File: config.mk
export PLATFORM = sky130hd
export DESIGN_NAME = pnpi_ram
export DESIGN_NICKNAME = d
export VERILOG_FILES = /design/src/rtl/pnpi_ram.sv
export SDC_FILE = /design/constraint.sdc
export NUM_CORES = 1
export LEC_CHECK = 0
export ABC_AREA = 1
export BUFFER_PORTS_ARGS = -buffer_cell sky130_fd_sc_hd__buf_2
export CAP_MARGIN = 25
export CORE_UTILIZATION = 50
export CTS_BUF_LIST = sky130_fd_sc_hd__clkbuf_8
export DETAILED_ROUTE_END_ITERATION = 8
export MAX_ROUTING_LAYER = met4
export PLACE_DENSITY = 0.69
export SLEW_MARGIN = 10
export SYNTH_ARGS = -nofsm -noshare
export SYNTH_HDL_FRONTEND = slang
export SYNTH_SLANG_ARGS = --single-unit
File: constraint.sdc
create_clock -name aclk -period 5.7 [get_ports aclk]
set_input_delay 0.285 -clock aclk [delete_from_list [all_inputs] [get_ports aclk]]
set_output_delay 0.285 -clock aclk [all_outputs]
set_load 0.05 [all_outputs]
File: src/rtl/pnpi_ram.sv
`default_nettype none

module pnpi_ram #(
    parameter int DATA_W = 8,
    parameter int DEPTH  = 64,
    parameter int ADDR_W = (DEPTH > 1) ? $clog2(DEPTH) : 1
) (
    input  wire logic              aclk,
    input  wire logic              wr_en,
    input  wire logic [ADDR_W-1:0] wr_addr,
    input  wire logic [DATA_W-1:0] wr_data,
    input  wire logic              rd_en,
    input  wire logic [ADDR_W-1:0] rd_addr,
    output      logic [DATA_W-1:0] rd_data
);

    logic [DATA_W-1:0] mem [DEPTH];
    logic [DATA_W-1:0] rd_data_reg;

    // Write port
    always_ff @(posedge aclk) begin
        if (wr_en) begin
            mem[wr_addr] <= wr_data;
        end
    end

    // Registered read port, held while disabled
    always_ff @(posedge aclk) begin
        if (rd_en) begin
            rd_data_reg <= mem[rd_addr];
        end
    end

    assign rd_data = rd_data_reg;

endmodule

`default_nettype wire

==> results of run 1 <==
[Yosys cell counts (all sizes together)]
cell and instances:
nand3 439, nand4 9, clkbuf 15, buf 98, nand2 648, nor4 8, inv 12, nor2 56
edfxtp 520
[worst max-delay path, cell delays in order]
cell and delay (ps):
buf_6 540, inv_6 450, buf_12 410, nand2_1 180
nand3_1 120, nand3_1 140, nand2_1 110, nand2_1 80
nand3_1 160, nand3_1 190, nand2_1 80
[metrics by stage]
| stage | worst slack (ps) | hold slack, ps | util (%) | instances |
|---|---|---|---|---|
| 2_1_floorplan | 3649 | 383.9 | - | 1805 |
| 4_1_cts | 3192 | 75.28 | 54.66 | 2419 |
| 5_1_grt | 2963 | 118.3 | 54.72 | 2424 |
| 3_5_place_dp | 2507 | 655.9 | 51.35 | 2283 |
| 6_report | 2949 | 111.8 | 54.72 | 2425 |
| 3_3_place_gp | 2526 | 652.7 | 51.35 | 2283 |
[cells by family after synthesis]
logic type,synth area share [%]
buffers and inverters,4.007
flip-flops,72.90
AND/OR/NAND/NOR,23.09
[area by class of cell]
cell class                 instances  area share, %
antenna                            5        0.05427
clock inverter                    52          1.042
clock buffer                      83          4.954
sequential                       520          67.72
multi-input combinational       1160          21.45
tap                              539          2.925
timing repair buffer              54          1.623
inverter                          12         0.2279
[how the worst max path moves through the flow]
stage / endpoint / slack, ps / cells past startpoint
after floorplan: mem[48][0] / 3650 / 3
after detailed placement: rd_data[1] / 2510 / 10
after global routing: rd_data[4] / 2960 / 11
final: rd_data[4] / 2950 / 11
after CTS: rd_data[1] / 3190 / 10
after global placement: rd_data[5] / 2530 / 10
[per-layer routing]
metal / routed length [microns] / GRT usage [%] / share of wire [%]
met1: 21550 / 33.60 / 42
met2: 22980 / 35.13 / 45
met3: 5473 / 6.853 / 11
met4: 1315 / 8.545 / 2.6
met5: 0 / - / 0
[power breakdown]
group / switching, mW / internal [mW] / leakage (nW) / total [mW]
logic: 0.380 / 0.112 / 2.83 / 0.492
clock network: 1.38 / 1.38 / 0.813 / 2.77
registers: 0.00949 / 4.24 / 4.69 / 4.25
[repair_timing]
item,4_1_cts,5_1_grt
endpoints found under the hold margin,8,0
setup buffers,0,0
hold buffers,1,0
==> results.tsv, run 1 <==
metric	value	unit
Seq. cell area	15620	sq um
Data required, critical path	6080	ps
die height	209.0	microns
R2R depth	8	
Crit Path Class	input port to flip-flop	
H-tree depth	3	
Worst Max-Slew Pin Slew	1023	ps
CTS tree	yes	
Total Power	7.511	mW
DRT Pass-1 Iters	5	
Routed Antenna Nets	0	
crit path max fanout	151	
die width	209.0	microns
Clock Sinks	520	
CP endpoint kind	flip-flop	
max reg flops	512	
Worst-Skew Late Latency	630	ps
Hold Fails Final Rpt	0	
CP Launch Point	rd_addr[0]	
drt total wl	51.32	mm
WHS Path Cells	3	
area post-placement	21640	sq um
io pins	31	
Overall Global Routing Usage	24.50	%
post-DR wirelength/cell	21.16	microns
Clock Path Buffers	3	
Seq/Total Area, Yosys	72.90	%
Syn-to-layout area delta	7.646	%
vias in the first global route	13050	
row count	75	
Final nets	1851	
post_cts resized	0	
Leak	8.327	nW
Syn Std Cell Area	21420	sq um
DR DRC count	0	
max cap viols	0	
initial antenna violation count	4	
share of cells above drive strength 1	7.921	%
RR Endpoint	rd_data[4]	
Peak Freq	363.5	MHz
die area	43670	sq um
hold endpoint	rd_data[1]	
number of CTS-inserted buffers	80	
Root Buffer	clkbuf_8	
routed vias	13780	
Warnings, synthesis	0	
synth unique cells	15	
GRT overflow	0	
Fin Setup TNS	0	ps
final setup fails	0	
Placer Congestion	0.8984	
Pwr Density	325.8	nW/um^2
hpwl dp	27.99	mm
top-area cell type share of the netlist area	72.90	%
design area	23060	sq um
Synth area leaders	edfxtp_1 (73%), nand2_1 (11%), nand3_1 (10%), buf_6 (1.8%), nor2_1 (0.98%)	
most common cell after layout, fill and taps aside	nand2_1	
Peak VDD IR	148.0	uV
core footprint	42130	sq um
Layout fillers	3461	
Starting Density	50.84	%
reg2reg setup slack	4160	ps
first-pass GRT wire length	78.11	mm
largest net degree at the start of global routing	156	
Synth area leader	edfxtp_1	
Port Buffers	30	
Syn Inst Count	1805	
outcome	completed	
vias per cell	5.682	
Final Cycle Share	48.26	%
Slew Viols, Final	0	
unrepaired setup endpoints after global routing	no	
Tmin final	2751	ps
min-delay src	rd_addr[5]	
Clock Skew	38.10	ps
footprint of the multi-input gates	4946	sq um
Critical R2R Launch	mem[18][4]	
1st-iter DRT viols	1693	
hold crit path type	input port to flip-flop	
Reg clk slew, reported paths	60	ps
worst rel slew slack	31.79	%
Mean Syn Cell Area	11.87	sq um
Startpoint Class	input port	
syn_nets	1828	
CP arrival	3130	ps
#FFs+latches synth	520	
most frequent cells in the layout	nand2_1 (648), edfxtp_1 (520), nand3_1 (439), clkbuf_8 (83), nor2_1 (56)	
Note: power is estimated with default switching activity, not from simulation.
==> run 2, diff against run 1 <==
==> constraint.sdc (replaced) <==
create_clock -name aclk -period 2.8 [get_ports aclk]
set_input_delay 0.14 -clock aclk [delete_from_list [all_inputs] [get_ports aclk]]
set_output_delay 0.14 -clock aclk [all_outputs]
set_load 0.05 [all_outputs]
==> run 2 against run 1 <==
Sequential power grew 100%; cell count up 3.1%; count of clock-buffer cells in the layout is 5 higher; via count rose by 2.3%; sequential share of layout area down 2.0 points; cell area is 3.1% higher; die area unchanged; worst hold slack got worse by 69 ps; critical path type unchanged; critical endpoint is now mem[57][1]; largest cell class unchanged; highest routed layer unchanged.
==> results.tsv, run 2 (same netlist as run 1, synthesis figures left out) <==
metric	value	unit	change
first-pass GRT wire length	80.66	mm	was 78.11 mm
H-tree depth	3		unchanged
routed vias	14090		was 13780
WP buf/inv	2		was 3
Overall Global Routing Usage	25.43	%	was 24.50%
Root Buffer	clkbuf_8		unchanged
Port Buffers	30		unchanged
CP endpoint kind	flip-flop		unchanged
Worst-Skew Late Latency	650	ps	was 630 ps
post_cts resized	0		unchanged
Tmin final	1801	ps	
critical path's top delay family	simple AND/OR/NAND/NOR gates		was buffers and inverters
most common cell after layout, fill and taps aside	nand2_1		unchanged
WHS Path Cells	2		was 3
Routed Antenna Nets	0		unchanged
initial antenna violation count	5		was 4
Layout fillers	3427		was 3461
Final nets	1913		was 1851
vias in the first global route	13450		was 13050
Setup Buffers After CTS	0		unchanged
Hold Fails Final Rpt	0		unchanged
outcome	completed		unchanged
unrepaired setup endpoints after global routing	no		unchanged
Worst Max-Slew Pin Slew	895.1	ps	was 1023 ps
Starting Density	50.84	%	unchanged
crit path max fanout	9		was 151
Leak	8.764	nW	was 8.327 nW
final setup fails	0		unchanged
max cap viols	0		unchanged
critical path's slowest cell	nor2_1		was buf_6
Peak VDD IR	336.9	uV	was 148.0 uV
slowest stage delay, CP	870	ps	was 540 ps
CP arrival	2070	ps	was 3130 ps
critical-path cell list	buf_2, inv_1, nand4_1, nor2_1		was buf_6, inv_6, buf_12, nand2_1, nand3_1, nand3_1, nand2_1, nand2_1, nand3_1, nand3_1, nand2_1
post-DR wirelength/cell	21.13	microns	was 21.16 microns
R2R depth	8		unchanged
io pins	31		unchanged
DRT Pass-1 Iters	5		unchanged
die area	43670	sq um	unchanged
vias per cell	5.634		was 5.682
number of CTS-inserted buffers	84		was 80
Slew Viols, Final	0		unchanged
Pwr Density	656.4	nW/um^2	was 325.8 nW/um^2
DR DRC count	0		unchanged
Placer Congestion	0.9521		was 0.8984
CTS tree	yes		unchanged
Fin Setup TNS	0	ps	unchanged
max reg flops	512		unchanged
core footprint	42130	sq um	unchanged
hpwl dp	31.05	mm	was 27.99 mm
GRT overflow	0		unchanged
Clock Sinks	520		unchanged
hold crit path type	input port to flip-flop		unchanged
share of cells above drive strength 1	11.00	%	was 7.921%
1st-iter DRT viols	1630		was 1693
Total Power	15.61	mW	was 7.511 mW
largest net degree at the start of global routing	161		was 156
Crit Path Class	input port to flip-flop		unchanged
most frequent cells in the layout	nand2_1 (648), edfxtp_1 (520), nand3_1 (439), clkbuf_8 (88), buf_4 (66)		was nand2_1 (648), edfxtp_1 (520), nand3_1 (439), clkbuf_8 (83), nor2_1 (56)
Data required, critical path	3060	ps	was 6080 ps
Final Cycle Share	64.32	%	
row count	75		unchanged
Syn-to-layout area delta	11.00	%	was 7.646%
post-cts hold buffer count	2		was 1
Clock Path Buffers	3		unchanged
drt total wl	52.84	mm	was 51.32 mm
die height	209.0	microns	unchanged
worst rel slew slack	40.33	%	was 31.79%
die width	209.0	microns	unchanged
Clock Skew	21.81	ps	was 38.10 ps
CP Depth	4		was 11
Peak Freq	555.3	MHz	
Startpoint Class	input port		unchanged
hold slack	42.95	ps	was 111.8 ps
Reg clk slew, reported paths	70	ps	was 60 ps
==> run 2: cell count changes in the layout (fill, tap and decap cells not counted), sizes merged <==
cell,before,now
clkinvlp,3,1
clkinv,18,27
clkbuf,83,88
dlygate4sd3,1,2
diode,5,7
inv,42,46
buf,53,110
==> run 2: layer usage <==
layer | vias up | wire length [microns] | GRT usage (%)
met5 | - | 0 | -
met4 | 0 | 1183 | 7.480
met3 | 90 | 5185 | 6.072
met2 | 673 | 24670 | 38.24
met1 | 6774 | 21800 | 34.58
li1 | 6553 | - | -
==> run 2: final cells by class <==
cell class	instances	area [sq um]	share of cell area, %
Antenna cell	7	17.52	0.07368
Sequential cell	520	15620	65.68
Multi-Input combinational cell	1160	4946	20.80
Inverter	12	52.55	0.2210
Tap cell	539	674.4	2.837
Clock buffer	88	1211	5.094
Timing Repair Buffer	112	967.2	4.068
Clock inverter	63	291.5	1.226
==> run 2: path summary, 6_finish.rpt <==
check,slack (ps),to,from
max,1000,mem[57][1],wr_addr[1]
min reg2reg,910,rd_data[1],mem[30][1]
min,40,mem[9][5],wr_data[5]
max reg2reg,1380,rd_data[6],mem[35][6]
==> run 2: stage by stage <==
step                      utilization [%]  cell area, sq um  std cells  setup slack [ps]
after floorplan                         -             21420       1805             893.9
after global placement              52.77             22240       2341             474.0
after detailed placement            52.77             22240       2341             456.1
after CTS                           56.39             23760       2494              1142
after global routing                56.42             23770       2499             988.1
final                               56.43             23780       2501             999.1
==> run 2: power by group <==
group | leakage (nW) | switching (mW) | total (mW) | internal (mW)
clock | 0.894 | 2.88 | 5.88 | 3.00
combinational | 3.18 | 0.794 | 1.06 | 0.267
sequential | 4.69 | 0.0250 | 8.66 | 8.64
==> run 3, diff against run 2 <==
--- a/config.mk
+++ b/config.mk
@@ -5,7 +5,7 @@
 export SDC_FILE = /design/constraint.sdc
 export NUM_CORES = 1
 export LEC_CHECK = 0
-export ABC_AREA = 1
+export ABC_AREA = 0
 export BUFFER_PORTS_ARGS = -buffer_cell sky130_fd_sc_hd__buf_2
 export CAP_MARGIN = 25
 export CORE_UTILIZATION = 50
==> constraint.sdc (replaced) <==
create_clock -name aclk -period 1.7 [get_ports aclk]
set_input_delay 0.085 -clock aclk [delete_from_list [all_inputs] [get_ports aclk]]
set_output_delay 0.085 -clock aclk [all_outputs]
set_load 0.05 [all_outputs]
==> run 3 against run 2 <==
Die area is 5.4% lower; the flow now finishes with violations (negative setup slack); register-to-register slack worse by 1600 ps; clock skew is 5.1 ps higher; count of clock-buffer cells in the layout is 3 lower.
==> results.tsv, run 3 <==
metric	value	unit	change
hpwl dp	29.25	mm	was 31.05 mm
Syn Std Cell Area	20250	sq um	was 21420 sq um
CP endpoint kind	flip-flop		unchanged
mux contribution to synthesized area	15.88	%	was 0%
Layout fillers	2888		was 3427
GRT overflow	0		unchanged
outcome	finished with violations		was completed
Seq/Total Area, Yosys	77.12	%	was 72.90%
routed vias	10310		was 14090
post-DR wirelength/cell	25.55	microns	was 21.13 microns
Synth area leader	edfxtp_1		unchanged
most common cell in the netlist	edfxtp_1		was nand2_1
Compound-Gate Fraction of Synth Area	2.064	%	was 0%
CP Launch Point	mem[15][1]		was wr_addr[1]
Worst Max-Slew Pin Slew	717.8	ps	was 895.1 ps
Data required, critical path	2080	ps	was 3060 ps
Peak Freq	511.6	MHz	
ys flop type	edfxtp_1		unchanged
Pwr Density	1053	nW/um^2	was 656.4 nW/um^2
Mean Syn Cell Area	21.54	sq um	was 11.87 sq um
min-delay src	wr_addr[2]		was wr_data[5]
Hold Fails Final Rpt	0		unchanged
Leak	7.889	nW	was 8.764 nW
Routed Antenna Nets	0		unchanged
largest family of logic cells by synthesized area	multiplexers		was simple AND/OR/NAND/NOR gates
Tmin final	1955	ps	
Final Cycle Share	115.0	%	
Adder-Cell Fraction of Synth Area	0	%	unchanged
Placer Congestion	0.8879		was 0.9521
first-pass GRT wire length	67.76	mm	was 80.66 mm
design area	23870	sq um	was 23780 sq um
most common cell after layout, fill and taps aside	edfxtp_1		was nand2_1
CTS tree	yes		unchanged
Slew Viols, Final	0		unchanged
worst rel slew slack	52.15	%	was 40.33%
hold endpoint	mem[54][0]		was mem[9][5]
H-tree depth	3		unchanged
number of CTS-inserted buffers	83		was 84
WHS Path Cells	4		was 2
DR DRC count	0		unchanged
row count	73		was 75
#FFs+latches synth	520		unchanged
final setup fails	8		was 0
io pins	31		unchanged
largest net degree at the start of global routing	65		was 161
Clock Sinks	520		unchanged
Root Buffer	clkbuf_8		unchanged
Setup Buffers After CTS	0		unchanged
Warnings, synthesis	0		unchanged
synth cell count leaders	edfxtp_1 (520), mux4_2 (126), nor2_1 (83)		was nand2_1 (648), edfxtp_1 (520), nand3_1 (439)
DP Worst Slack	-715.5	ps	was 456.1 ps
Port Buffers	30		unchanged
Startpoint Class	flip-flop		was input port
crit path max fanout	1		was 9
most frequent cells in the layout	edfxtp_1 (520), buf_4 (142), mux4_2 (126), clkbuf_8 (86), nor2_1 (79)		was nand2_1 (648), edfxtp_1 (520), nand3_1 (439), clkbuf_8 (88), buf_4 (66)
die area	41300	sq um	was 43670 sq um
synth unique cells	39		was 15
xor and xnor fraction of the mapped netlist area	0	%	unchanged
reg2reg setup slack	-250	ps	was 1380 ps
Peak VDD IR	755.2	uV	was 336.9 uV
hold crit path type	input port to flip-flop		unchanged
1st-iter DRT viols	1093		was 1630
CP arrival	2330	ps	was 2070 ps
Worst-Skew Late Latency	630	ps	was 650 ps
Reg clk slew, reported paths	60	ps	was 70 ps
Clock Skew	26.89	ps	was 21.81 ps
vias per cell	5.845		was 5.634
initial antenna violation count	4		was 5
vias in the first global route	10630		was 13450
max cap viols	0		unchanged
Critical R2R Launch	mem[15][1]		was mem[35][6]
Overall Global Routing Usage	23.48	%	was 25.43%
area post-placement	22190	sq um	was 22240 sq um
share of cells above drive strength 1	35.93	%	was 11.00%
Crit Path Class	flip-flop to flip-flop		was input port to flip-flop
Synth Area in Simple Gates	3.374	%	was 23.09%
unrepaired setup endpoints after global routing	yes		was no
max reg flops	512		unchanged
number of flops mapped to enable cells by yosys	520		unchanged
DRT Pass-1 Iters	5		unchanged
drt total wl	45.05	mm	was 52.84 mm
Final Worst Setup Slack	-254.5	ps	was 999.1 ps
Syn-to-layout area delta	17.90	%	was 11.00%
Starting Density	50.84	%	about the same
Syn Inst Count	940		was 1805
R2R depth	5		was 8
Final nets	1197		was 1913
die width	203.2	microns	was 209.0 microns
die height	203.2	microns	was 209.0 microns
Synth area leaders	edfxtp_1 (77%), mux4_2 (14%), nor2_1 (1.5%), mux2i_1 (1.1%), mux2_2 (0.72%)		was edfxtp_1 (73%), nand2_1 (11%), nand3_1 (10%), buf_6 (1.8%), nor2_1 (0.98%)
Clock Path Buffers	3		unchanged
core footprint	39820	sq um	was 42130 sq um
final core utilization	59.94	%	was 56.43%
syn_nets	963		was 1828
failing checks	negative setup slack		
top-area cell type share of the netlist area	77.12	%	was 72.90%
Synth async-reset ratio	0	%	unchanged
RR Endpoint	rd_data[1]		was rd_data[6]
Fin Setup TNS	-1613	ps	was 0 ps
## run 3: worst max-delay path, cell delays in order, from the launching register on
cell and delay, ps:
edfxtp_1 360, mux4_2 520, mux4_2 550, nor2_1 120, nor3_1 50, o2bb2ai_1 120
## run 3: cell families after synthesis
group	Yosys count
AOI/OAI and AO/OA	54
muxes	162
and+or+nand+nor	153
buffers and inverters	51
DFF	520
## run 3: layout make-up
type | count | area [sq um] | area share [%]
Antenna cell | 5 | 12.51 | 0.05242
Clock buffer | 85 | 1170 | 4.901
Clock inverter | 59 | 250.2 | 1.048
Multi-Input combinational cell | 369 | 4451 | 18.64
Sequential cell | 520 | 15620 | 65.42
Tap cell | 525 | 656.9 | 2.752
Timing Repair Buffer | 200 | 1715 | 7.186
## run 3: metrics by stage
stage	power [mW]	cells	hold WS, ps
after floorplan	15.36	940	183.9
after global placement	16.03	1600	474.5
after detailed placement	16.07	1602	478.9
after CTS	25.34	1752	54.06
after global routing	26.00	1762	93.84
final	25.13	1763	103.1
## run 3: report_power, final
group / switching (mW) / internal (mW)
Clock: 4.64 / 4.63
Sequential: 0.0387 / 14.2
Combinational: 0.914 / 0.685
## run 3: worst max path at each step
stage / end / cells past startpoint
finish: rd_data[1] / 5
global route: rd_data[2] / 5
CTS: rd_data[1] / 5
detailed placement: rd_data[5] / 7
global placement: rd_data[5] / 7
floorplan: rd_data[4] / 5
## run 3: timing repair
action / 4_1_cts / 5_1_grt
gates resized for setup: 19 / 4
setup endpoints to repair: 8 / 8
hold endpoints to repair: 81 / 54
hold buffers: 7 / 3
pin swaps: 5 / 5
## run 3: metal layers
| metal | routed length (microns) | vias up | part of all wire (%) | GRT usage (%) |
|---|---|---|---|---|
| li1 | - | 4418 | - | - |
| met1 | 17950 | 5338 | 40 | 31.76 |
| met2 | 22000 | 466 | 49 | 35.60 |
| met3 | 4125 | 83 | 9.2 | 5.545 |
| met4 | 975 | 0 | 2.2 | 7.438 |
| met5 | 0 | - | 0 | - |
